**src/rtl/assert_macros.svh**
```systemverilog
// Assertion macros for the RTL file that carries checks (ppi_core).
`ifndef ASSERT_MACROS_SVH
`define ASSERT_MACROS_SVH

// Clocked check that is switched off while reset is asserted.
`define PPI_ASSERT(lbl, clk, rstn, prop, msg) \
  lbl: assert property (@(posedge clk) disable iff (!(rstn)) (prop)) else $error(msg);

// Clocked check that also holds during reset.
`define PPI_ASSERT_ALWAYS(lbl, clk, prop, msg) \
  lbl: assert property (@(posedge clk) (prop)) else $error(msg);

`endif

```
**src/rtl/ppi_pkg.sv**
```systemverilog
// ----------------------------------------------------------------------------
// ppi_pkg
// Types and constants of the parallel port block with keyboard code latch.
// ----------------------------------------------------------------------------
`default_nettype none

package ppi_pkg;

  typedef enum logic [1:0] {
    CMD_WRITE = 2'd0,
    CMD_READ  = 2'd1,
    CMD_KEY   = 2'd2,
    CMD_TICK  = 2'd3
  } cmd_e;

  typedef enum logic [1:0] {
    ADDR_PORT_A  = 2'd0,
    ADDR_PORT_B  = 2'd1,
    ADDR_PORT_C  = 2'd2,
    ADDR_CONTROL = 2'd3
  } addr_e;

  // Direction bits and the mode-set bit of the control word.
  localparam int unsigned CW_PC_LO_IN = 0;
  localparam int unsigned CW_PB_IN    = 1;
  localparam int unsigned CW_PC_HI_IN = 3;
  localparam int unsigned CW_PA_IN    = 4;
  localparam int unsigned CW_MODE_SET = 7;

  localparam logic [7:0] CW_RESET       = 8'h9B;
  localparam logic [7:0] PA_DRIVEN_IDLE = 8'hFF;
  localparam logic [7:0] ALL_ONES       = 8'hFF;
  localparam logic [3:0] DIGIT_BLANK    = 4'hF;
  localparam logic [7:0] PC_KEY_MASK    = 8'hF1;
  localparam logic [7:0] PC_KEY_FLAG    = 8'h04;
  localparam logic [7:0] PC_PARITY_FLAG = 8'h02;

  typedef struct packed {
    cmd_e       command;
    addr_e      reg_addr;
    logic [7:0] data_in;
    logic       serial_in;
  } ppi_item_t;

  typedef struct packed {
    logic       valid;
    logic [7:0] read_data;
    logic       irq_pending;
    logic [7:0] port_a_pins;
    logic [3:0] display_digit;
    logic       led_on;
  } ppi_result_t;

  function automatic logic [7:0] bit_reverse8(input logic [7:0] v);
    logic [7:0] r;
    for (int i = 0; i < 8; i++) begin
      r[i] = v[7 - i];
    end
    return r;
  endfunction

endpackage

`default_nettype wire

```
**src/rtl/ppi_in_reg.sv**
```systemverilog
// ----------------------------------------------------------------------------
// ppi_in_reg
// Input register: captures one command word per accepted start.
// ----------------------------------------------------------------------------
`default_nettype none

module ppi_in_reg (
  input  wire logic               clk_i,
  input  wire logic               rst_ni,
  input  wire logic               take_i,
  input  wire ppi_pkg::ppi_item_t item_i,
  output logic                    valid_o,
  output ppi_pkg::ppi_item_t      item_o
);
  import ppi_pkg::*;

  logic      valid_q;
  ppi_item_t item_q;

  always_ff @(posedge clk_i or negedge rst_ni) begin
    if (!rst_ni) begin
      valid_q <= 1'b0;
    end else begin
      valid_q <= take_i;
    end
  end

  // Payload needs no reset; it only matters while valid_q is set.
  always_ff @(posedge clk_i) begin
    if (take_i) begin
      item_q <= item_i;
    end
  end

  assign valid_o = valid_q;
  assign item_o  = item_q;

endmodule

`default_nettype wire

```
**src/rtl/ppi_core.sv**
```systemverilog
// ----------------------------------------------------------------------------
// ppi_core
// Port state, command decode and result register.
// ----------------------------------------------------------------------------
`default_nettype none
`include "assert_macros.svh"

module ppi_core (
  input  wire logic               clk_i,
  input  wire logic               rst_ni,
  input  wire logic               valid_i,
  input  wire ppi_pkg::ppi_item_t item_i,
  output ppi_pkg::ppi_result_t    res_o
);
  import ppi_pkg::*;

  logic [7:0] cw_q,   cw_d;
  logic [7:0] pa_q,   pa_d;
  logic [7:0] pb_q,   pb_d;
  logic [7:0] pc_q,   pc_d;
  logic [7:0] pbi_q,  pbi_d;
  logic [7:0] pci_q,  pci_d;
  logic       irq_q,  irq_d;
  logic [7:0] pad_q,  pad_d;
  logic [3:0] dig_q,  dig_d;
  logic       led_q,  led_d;
  logic [7:0] rd_q,   rd_d;
  logic       done_q;

  logic [7:0] rd_val;
  logic [2:0] bit_pos;
  logic [7:0] tick_pad;

  // Qualified command decodes used by the checks below.
  logic       key_take;
  logic       tick_take;
  logic       pa_float;

  // Value a bus read returns, chosen by the direction bits.
  always_comb begin
    rd_val = ALL_ONES;
    unique case (item_i.reg_addr)
      ADDR_PORT_A: rd_val = cw_q[CW_PA_IN] ? ALL_ONES : pa_q;
      ADDR_PORT_B: rd_val = cw_q[CW_PB_IN] ? pbi_q : pb_q;
      ADDR_PORT_C: begin
        rd_val[7:4] = cw_q[CW_PC_HI_IN] ? 4'hF : pc_q[7:4];
        rd_val[3:0] = cw_q[CW_PC_LO_IN] ? pci_q[3:0] : pc_q[3:0];
      end
      default: rd_val = ALL_ONES;
    endcase
  end

  assign bit_pos  = item_i.data_in[3:1];
  assign tick_pad = cw_q[CW_PA_IN] ? PA_DRIVEN_IDLE : pa_q;

  always_comb begin
    cw_d  = cw_q;
    pa_d  = pa_q;
    pb_d  = pb_q;
    pc_d  = pc_q;
    pbi_d = pbi_q;
    pci_d = pci_q;
    irq_d = irq_q;
    pad_d = pad_q;
    dig_d = dig_q;
    led_d = led_q;
    rd_d  = 8'h00;
    if (valid_i) begin
      unique case (item_i.command)
        CMD_WRITE: begin
          unique case (item_i.reg_addr)
            ADDR_PORT_A: pa_d = item_i.data_in;
            ADDR_PORT_B: pb_d = item_i.data_in;
            ADDR_PORT_C: pc_d = item_i.data_in;
            default: begin
              if (item_i.data_in[CW_MODE_SET]) begin
                cw_d = item_i.data_in;
              end else begin
                pc_d[bit_pos] = item_i.data_in[0];
              end
            end
          endcase
        end
        CMD_READ: rd_d = rd_val;
        CMD_KEY: begin
          irq_d = 1'b1;
          pbi_d = bit_reverse8(item_i.data_in);
          pci_d = (pci_q & PC_KEY_MASK) | PC_KEY_FLAG
                | ((^item_i.data_in) ? 8'h00 : PC_PARITY_FLAG);
        end
        default: begin
          pad_d    = tick_pad;
          dig_d    = cw_q[CW_PC_HI_IN] ? DIGIT_BLANK : pc_q[7:4];
          led_d    = tick_pad[4];
          pci_d[0] = tick_pad[3] ? 1'b1 : item_i.serial_in;
          if (!tick_pad[0]) begin
            irq_d = 1'b0;
          end
        end
      endcase
    end
  end

  always_ff @(posedge clk_i or negedge rst_ni) begin
    if (!rst_ni) begin
      cw_q   <= CW_RESET;
      pa_q   <= 8'h00;
      pb_q   <= 8'h00;
      pc_q   <= 8'h00;
      pbi_q  <= 8'h00;
      pci_q  <= 8'h00;
      irq_q  <= 1'b0;
      pad_q  <= PA_DRIVEN_IDLE;
      dig_q  <= 4'h0;
      led_q  <= 1'b0;
      done_q <= 1'b0;
    end else begin
      cw_q   <= cw_d;
      pa_q   <= pa_d;
      pb_q   <= pb_d;
      pc_q   <= pc_d;
      pbi_q  <= pbi_d;
      pci_q  <= pci_d;
      irq_q  <= irq_d;
      pad_q  <= pad_d;
      dig_q  <= dig_d;
      led_q  <= led_d;
      done_q <= valid_i;
    end
  end

  always_ff @(posedge clk_i) begin
    rd_q <= rd_d;
  end

  assign res_o.valid         = done_q;
  assign res_o.read_data     = rd_q;
  assign res_o.irq_pending   = irq_q;
  assign res_o.port_a_pins   = pad_q;
  assign res_o.display_digit = dig_q;
  assign res_o.led_on        = led_q;

  assign key_take  = valid_i && (item_i.command == CMD_KEY);
  assign tick_take = valid_i && (item_i.command == CMD_TICK);
  assign pa_float  = tick_take && cw_q[CW_PA_IN];

  `PPI_ASSERT(a_one_result, clk_i, rst_ni, valid_i |=> done_q, "item gave no result")
  `PPI_ASSERT(a_key_irq, clk_i, rst_ni, key_take |=> irq_q, "key code did not raise irq")
  `PPI_ASSERT(a_pa_float, clk_i, rst_ni, pa_float |=> (pad_q == PA_DRIVEN_IDLE), "port A not high")
  `PPI_ASSERT(a_led_follows, clk_i, rst_ni, tick_take |=> (led_q == pad_q[4]), "LED not port A bit 4")

endmodule

`default_nettype wire

```
**src/rtl/ppi_port_block_with_keycode_latch.sv**
```systemverilog
// ----------------------------------------------------------------------------
// ppi_port_block_with_keycode_latch
// Three-port parallel interface with a keyboard code latch.
// ----------------------------------------------------------------------------
// Usage:
//   An input word (command, register address, data byte, serial bit) is
//   accepted on a rising edge where start is high and busy is low. The block
//   takes a word in every cycle, so busy stays low at all times.
//   Each word produces exactly one result word. It passes the input register
//   and then the state and result registers, is shown on the result ports
//   marked by result_valid_o for a single cycle, and is taken at the rising
//   edge that ends that cycle. The receiver cannot hold results off, so
//   nothing in the block ever waits on it.
//   Throughput is one word per cycle: the input register feeds one shallow
//   pass of decode and port logic into the state and result registers, and
//   each word sees the state left by the word before it.
//   read_data_o carries the value of a bus read and zero for other commands.
//   irq_pending_o, port_a_pins_o, display_digit_o and led_on_o show the
//   port state after the word.
//   Reset loads control word 0x9B (all ports input), drives port A pins
//   high and clears every latch, the interrupt, the digit and the LED.
// ----------------------------------------------------------------------------
`default_nettype none

module ppi_port_block_with_keycode_latch (
  input  wire logic       clk_i,
  input  wire logic       rst_ni,
  input  wire logic       start,
  output logic            busy,
  input  wire logic [1:0] command_i,
  input  wire logic [1:0] reg_addr_i,
  input  wire logic [7:0] data_in_i,
  input  wire logic       serial_in_i,
  output logic            result_valid_o,
  output logic [7:0]      read_data_o,
  output logic            irq_pending_o,
  output logic [7:0]      port_a_pins_o,
  output logic [3:0]      display_digit_o,
  output logic            led_on_o
);
  import ppi_pkg::*;

  ppi_item_t   item_in;
  ppi_item_t   item_q;
  logic        item_valid;
  ppi_result_t res;
  logic        take;

  // The pipeline never stalls, so a word is taken whenever start is high.
  assign busy = 1'b0;
  assign take = start && !busy;

  // The command and address fields are 2-bit codes that span every value.
  assign item_in.command   = cmd_e'(command_i);
  assign item_in.reg_addr  = addr_e'(reg_addr_i);
  assign item_in.data_in   = data_in_i;
  assign item_in.serial_in = serial_in_i;

  ppi_in_reg u_in_reg (
    .clk_i   (clk_i),
    .rst_ni  (rst_ni),
    .take_i  (take),
    .item_i  (item_in),
    .valid_o (item_valid),
    .item_o  (item_q)
  );

  // All port state lives in the core; it updates once per word.
  ppi_core u_core (
    .clk_i   (clk_i),
    .rst_ni  (rst_ni),
    .valid_i (item_valid),
    .item_i  (item_q),
    .res_o   (res)
  );

  assign result_valid_o  = res.valid;
  assign read_data_o     = res.read_data;
  assign irq_pending_o   = res.irq_pending;
  assign port_a_pins_o   = res.port_a_pins;
  assign display_digit_o = res.display_digit;
  assign led_on_o        = res.led_on;

endmodule

`default_nettype wire

```
**config.mk**
```make
export PLATFORM = sky130hd
export DESIGN_NAME = ppi_port_block_with_keycode_latch
export DESIGN_NICKNAME = d
export VERILOG_FILES = /design/src/rtl/ppi_pkg.sv /design/src/rtl/ppi_in_reg.sv /design/src/rtl/ppi_core.sv /design/src/rtl/ppi_port_block_with_keycode_latch.sv
export VERILOG_INCLUDE_DIRS = /design/src /design/src/rtl
export SDC_FILE = /design/constraint.sdc
export NUM_CORES = 1
export LEC_CHECK = 0
export BUFFER_PORTS_ARGS = -buffer_cell sky130_fd_sc_hd__buf_2
export CAP_MARGIN = 0
export CORE_UTILIZATION = 35
export CTS_BUF_LIST = sky130_fd_sc_hd__clkbuf_8
export DETAILED_ROUTE_END_ITERATION = 8
export GPL_TIMING_DRIVEN = 1
export PLACE_DENSITY = 0.62
export SETUP_SLACK_MARGIN = 0.02
export SLEW_MARGIN = 25
export SYNTH_ARGS = -nofsm -noshare
export SYNTH_HDL_FRONTEND = slang
export SYNTH_SLANG_ARGS = --single-unit
```
**constraint.sdc**
```tcl
create_clock -name clk_i -period 1.85 [get_ports clk_i]
set_input_delay 0.0925 -clock clk_i [delete_from_list [all_inputs] [get_ports clk_i]]
set_output_delay 0.0925 -clock clk_i [all_outputs]
set_load 0.05 [all_outputs]
```
==> results_dict.tcl, run 1 <==
set metrics [dict create \
    finalSetupTns_ps 0 \
    fin_crit_sh 0.910 \
    post_cts_resized 0 \
    antenna_left 0 \
    max_freq_mhz 594 \
    syn_nets 302 \
    post-route-min-period_ps 1680 \
    drt_wl_total_mm 7.12 \
    cp_data_required_time_ps 2070 \
    ios 40 \
    syn_inst 282 \
    antenna_found_initial 0 \
    synthSimpleGateAreaFrac 0.114 \
    via_count 2244 \
    maxCapViolCount 0 \
    wire_per_inst_um 15.9 \
    post-route-drc-count 2 \
    core-area_mm2 0.00889 \
    synth-compound-area-share 0.114 \
    drive_gt1_frac 0.306 \
    ys_warn_count 0 \
    drt-initial-drc-count 131 \
    clkTransAtPathRegs_ps 80 \
    path_max_fanout 11 \
    p_leak_uw 0.00167 \
    die_h_um 98.5 \
    status "complete, but fails checks" \
    async_flop_share 0.724 \
    grt_start_max_net_pins 37 \
    dp_hpwl_mm 4.89 \
    hold_viol 0 \
    die_area_mm2 0.00971 \
    first_pass_iters 6 \
    netlist_area_mm2 0.00326 \
    rr_endpoint "u_core.pb_q[7]" \
    fill_cells 834 \
    grt_pass1_vias 2138 \
    cts_buffers 9 \
    reg2regPathDepth 3 \
    nets 355 \
    violations "DRC" \
    synthAdderAreaFrac 0.0153 \
    startpoint_type "flop" \
    mostFrequentLayoutCells "43 x dfrtp_1, 38 x buf_2, 33 x o21ai_0" \
    initial_core_util 0.367 \
    drv_slew 0 \
    fin_skew_ps 14.6 \
    r2r-start "u_in_reg.item_o[12]" \
    setup_viol 0 \
    final_common_cell "dfrtp_1" \
    viasPerCell 5.01 \
    antenna_cells 0 \
    rsz0062_at_grt "no" \
    worstSetupEndpointType "flop" \
    setup.worst_path.start "u_in_reg.item_o[12]" \
    syn_to_final_growth_pct 18.7 \
    crit_end "u_core.pb_q[7]" \
    irDropWorstVdd_mv 0.516 \
    chipWidth_um 98.5 \
    synth_edf_count 13 \
    cts.path.max_buffers 2 \
    ctsHtreeMaxLevel 3 \
    powerDensity_mw_per_mm2 1290 \
    grt_pass1_wl_mm 11.4 \
    syn_avg_cell_area_um2 11.6 \
    ys_seq_area_frac 0.596 \
    clockRootBuffer "clkbuf_8" \
    crit_type "flop to flop" \
    grt.overflow.total 0 \
    reg2reg_slack_ps 170 \
    power_uw 4990 \
    portBuffers 38 \
    num_rows 34 \
    synth-main-ff-cell "dfrtp_1" \
    clk_latency_ps 350 \
    cts_tree "yes" \
    timing.hold.ws_ps 38.7 \
    hp-class "primary input to flop" \
    finalWeightedCongestion 0.833 \
    yosys_register_bits 76 \
    gr-usage-all-layers 0.156 \
    cp.arrival_ps 1900 \
    synthMuxAreaShare 0.110 \
    synthXorXnorAreaFrac 0.0161 \
    synthDistinctLibCells 40 \
    clkSinkCount 76 \
    synth_top_family_by_area "compound AO/OA/AOI/OAI gates" \
]
## through the flow
stage,util,worst slack (ps),area (µm²),cells
2_1_floorplan,-,351,3260,282
3_3_place_gp,0.400,237,3550,418
3_5_place_dp,0.400,199,3550,418
4_1_cts,0.435,174,3870,448
5_1_grt,0.435,94.3,3870,448
6_report,0.435,166,3870,448
## metal layers
layer | global-route usage | part of all wire
met5 | 0 | 0
met3 | 0.0298 | 0.044
met4 | 0.0482 | 0.010
met2 | 0.248 | 0.47
met1 | 0.217 | 0.47
## cell families (layout without fill, tap and decap cells)
group	Yosys count	count (layout)
compound gates	67	67
simple gates	76	76
flops	76	76
xor+xnor	6	6
other cells	1	1
buf+inv	21	79
mux	31	31
fa+ha+maj	4	4
## worst max-delay path, stage by stage (launching register included)
cell and delay, ps:
edfxtp_1 470, nor3b_4 400, nand3b_2 310, mux2_4 380
## synthesized netlist by cell type (all sizes together) (4+ instances only)
cell type | count | share of area
a21oi | 12 | 0.018
edfxtp | 13 | 0.12
inv | 4 | 0.0046
clkbuf | 6 | 0.0069
dfrtp | 43 | 0.33
nor2 | 17 | 0.020
ha | 4 | 0.015
dfstp | 12 | 0.097
nor3 | 14 | 0.021
xnor2 | 4 | 0.011
o22ai | 7 | 0.013
dfxtp | 8 | 0.049
mux2 | 27 | 0.098
mux2i | 4 | 0.012
o21ai | 37 | 0.057
a22oi | 6 | 0.014
buf | 11 | 0.023
nand2 | 28 | 0.033
## cell type report
| type | count | area [µm²] | area share |
|---|---|---|---|
| clock buffers | 10 | 138 | 0.0356 |
| clock inverters | 6 | 38.8 | 0.0100 |
| inverters | 4 | 15.0 | 0.00388 |
| multi-input cells | 185 | 1210 | 0.312 |
| flip-flops and latches | 76 | 1940 | 0.502 |
| well taps | 108 | 135 | 0.0349 |
| repair buffers | 59 | 395 | 0.102 |
## what timing repair did
| action | in CTS | in global routing |
|---|---|---|
| endpoints found under the hold margin | 27 | 0 |
| hold buffers | 14 | 0 |
| setup buffers | 0 | 0 |
## state kept, by name, indices dropped and copies added (netlist names), 3 cells and up
register,flops
u_in_reg.item_o,13
u_core.pa_q,8
u_core.pad_q,8
u_core.pb_q,8
u_core.pbi_q,8
u_core.pc_q,8
u_core.rd_q,8
u_core.cw_q,4
u_core.dig_q,4
u_core.pci_q,3
## worst min-delay path by stage
stage / start / cells after the start / end / slack [ps]
3_3_place_gp: rst_ni / 1 / u_in_reg.valid_o / 80
5_1_grt: start / 1 / u_in_reg.valid_o / 30
2_1_floorplan: rst_ni / 0 / u_core.dig_q[0] / -200
4_1_cts: start / 1 / u_in_reg.valid_o / 30
3_5_place_dp: rst_ni / 1 / u_in_reg.valid_o / 80
6_report: start / 1 / u_in_reg.valid_o / 40
## where the power goes
part | total, µW | internal, µW | switching (µW)
clock network | 1140 | 522 | 619
logic | 1350 | 520 | 827
registers | 2500 | 2150 | 349
(Power assumes the default switching activity.)
==> run 2, diff against run 1 <==
Clock period 1.85 ns to 1.7 ns, I/O delays scaled along.
==> run 2 against run 1 <==
Net effect: the run now ends clean; sequential power increased by 8.4%; clock power increased by 17%; register-to-register slack got worse by 80 ps; largest power group unchanged; non-clock buffer count increased by 14; die area unchanged; sequential share of layout area decreased by 1.5 points.
==> results_dict.tcl, run 2 (synthesis gave the netlist of run 1 again) <==
set metrics [dict create \
    gr-usage-all-layers 0.159 \
    fin_skew_ps 9.25 \
    rsz0062_at_grt "no" \
    fill_cells 838 \
    clockRootBuffer "clkbuf_8" \
    path_max_fanout 11 \
    grt_pass1_vias 2321 \
    drt-initial-drc-count 140 \
    finalSetupTns_ps 0 \
    wire_per_inst_um 15.6 \
    portBuffers 38 \
    cts.path.max_buffers 2 \
    finalWeightedCongestion 0.804 \
    core-area_mm2 0.00889 \
    post-route-min-period_ps 1610 \
    initial_core_util 0.367 \
    num_rows 34 \
    antenna_found_initial 0 \
    worstSetupEndpointType "flop" \
    setup_ws_ps 91.1 \
    clkTransAtPathRegs_ps 70 \
    die_area_mm2 0.00971 \
    first_pass_iters 6 \
    cp_data_required_time_ps 1930 \
    cts_tree "yes" \
    holdCritStartpoint "start" \
    max_freq_mhz 622 \
    p_leak_uw 0.00176 \
    powerDensity_mw_per_mm2 1390 \
    timing.hold.ws_ps 25.2 \
    post-route-drc-count 0 \
    viasPerCell 5.06 \
    grt.overflow.total 0 \
    via_count 2339 \
    min_path_cells 1 \
    startpoint_type "flop" \
    grt_pass1_wl_mm 11.6 \
    power_uw 5560 \
    antenna_cells 0 \
    fin_crit_sh 0.946 \
    antenna_left 0 \
    r2r-start "u_in_reg.item_o[11]" \
    clkSinkCount 76 \
    drt_wl_total_mm 7.22 \
    cts_buffers 9 \
    crit_type "flop to flop" \
    pre_cts_ws_ps 53.5 \
    grt_start_max_net_pins 56 \
    chipWidth_um 98.5 \
    min_to "u_in_reg.valid_o" \
    cp.arrival_ps 1840 \
    drive_gt1_frac 0.333 \
    reg2reg_slack_ps 90 \
    setup_viol 0 \
    status "finished clean" \
    maxCapViolCount 0 \
    reg2regPathDepth 3 \
    irDropWorstVdd_mv 0.452 \
    mostFrequentLayoutCells "43 x dfrtp_1, 38 x buf_2, 32 x o21ai_0" \
    clk_latency_ps 350 \
    hp-class "primary input to flop" \
    dp_hpwl_mm 5.01 \
    rr_endpoint "u_core.pb_q[6]" \
    die_h_um 98.5 \
    final_common_cell "dfrtp_1" \
    syn_to_final_growth_pct 22.4 \
    ios 40 \
    drv_slew 0 \
    hold_viol 0 \
    largest_reg_flops 13 \
    ctsHtreeMaxLevel 3 \
    nets 369 \
    final_util 0.449 \
]
run 2: cell count changes in the layout (fill, tap and decap cells not counted):
cell,change
bufinv_16,+1
inv_6,-1
o21ai_1,+1
clkinv_2,+2
o21ai_0,-1
clkinvlp_4,-2
buf_4,+14
run 2: report_power, final:
part / switching (µW) / total, µW / internal, µW / leakage, µW
clock: 626 / 1330 / 706 / 0.000108
combinational: 922 / 1520 / 595 / 0.000799
sequential: 374 / 2710 / 2340 / 0.000849
run 2: worst max path at each step:
| stage | cells past startpoint | start | end |
|---|---|---|---|
| after global placement | 3 | u_in_reg.item_o[12] | u_core.pb_q[7] |
| after detailed placement | 3 | u_in_reg.item_o[12] | u_core.pb_q[4] |
| after global routing | 3 | u_in_reg.item_o[11] | u_core.pb_q[6] |
| after floorplan | 4 | u_in_reg.item_o[12] | u_core.pc_q[0] |
| final | 3 | u_in_reg.item_o[11] | u_core.pb_q[6] |
| after CTS | 3 | u_in_reg.item_o[12] | u_core.pb_q[6] |
run 2: per-stage QoR:
stage	instances	area (µm²)
after floorplan	282	3260
after global placement	426	3610
after detailed placement	426	3610
after CTS	456	3950
after global routing	462	3990
final	462	3990
run 2: cell type report:
type / count / area (µm²) / area share
clock buffer: 10 / 138 / 0.0345
tap: 108 / 135 / 0.0339
multi-input combinational: 185 / 1210 / 0.302
timing repair buffer: 73 / 500 / 0.125
sequential: 76 / 1940 / 0.487
clock inverter: 6 / 55.1 / 0.0138
inverter: 4 / 15.0 / 0.00376
run 2: worst max-delay path, cell delays in order (launching register included):
cell      delay [ps]
edfxtp_1         470
nor3b_4          370
nand3b_2         290
mux2_4           370
run 2: metal layers:
layer,wire length [µm],up-vias,GRT usage
met5,0,-,0
met4,122,0,0.0517
met3,376,10,0.0454
met2,3520,73,0.259
met1,3200,1137,0.206
li1,-,1119,-
run 2: timing repair:
action,in CTS,in global routing
endpoints found under the setup margin,0,15
buffers inserted,0,6
hold buffers,14,0
hold endpoints to repair,68,0
gates resized for setup,0,1
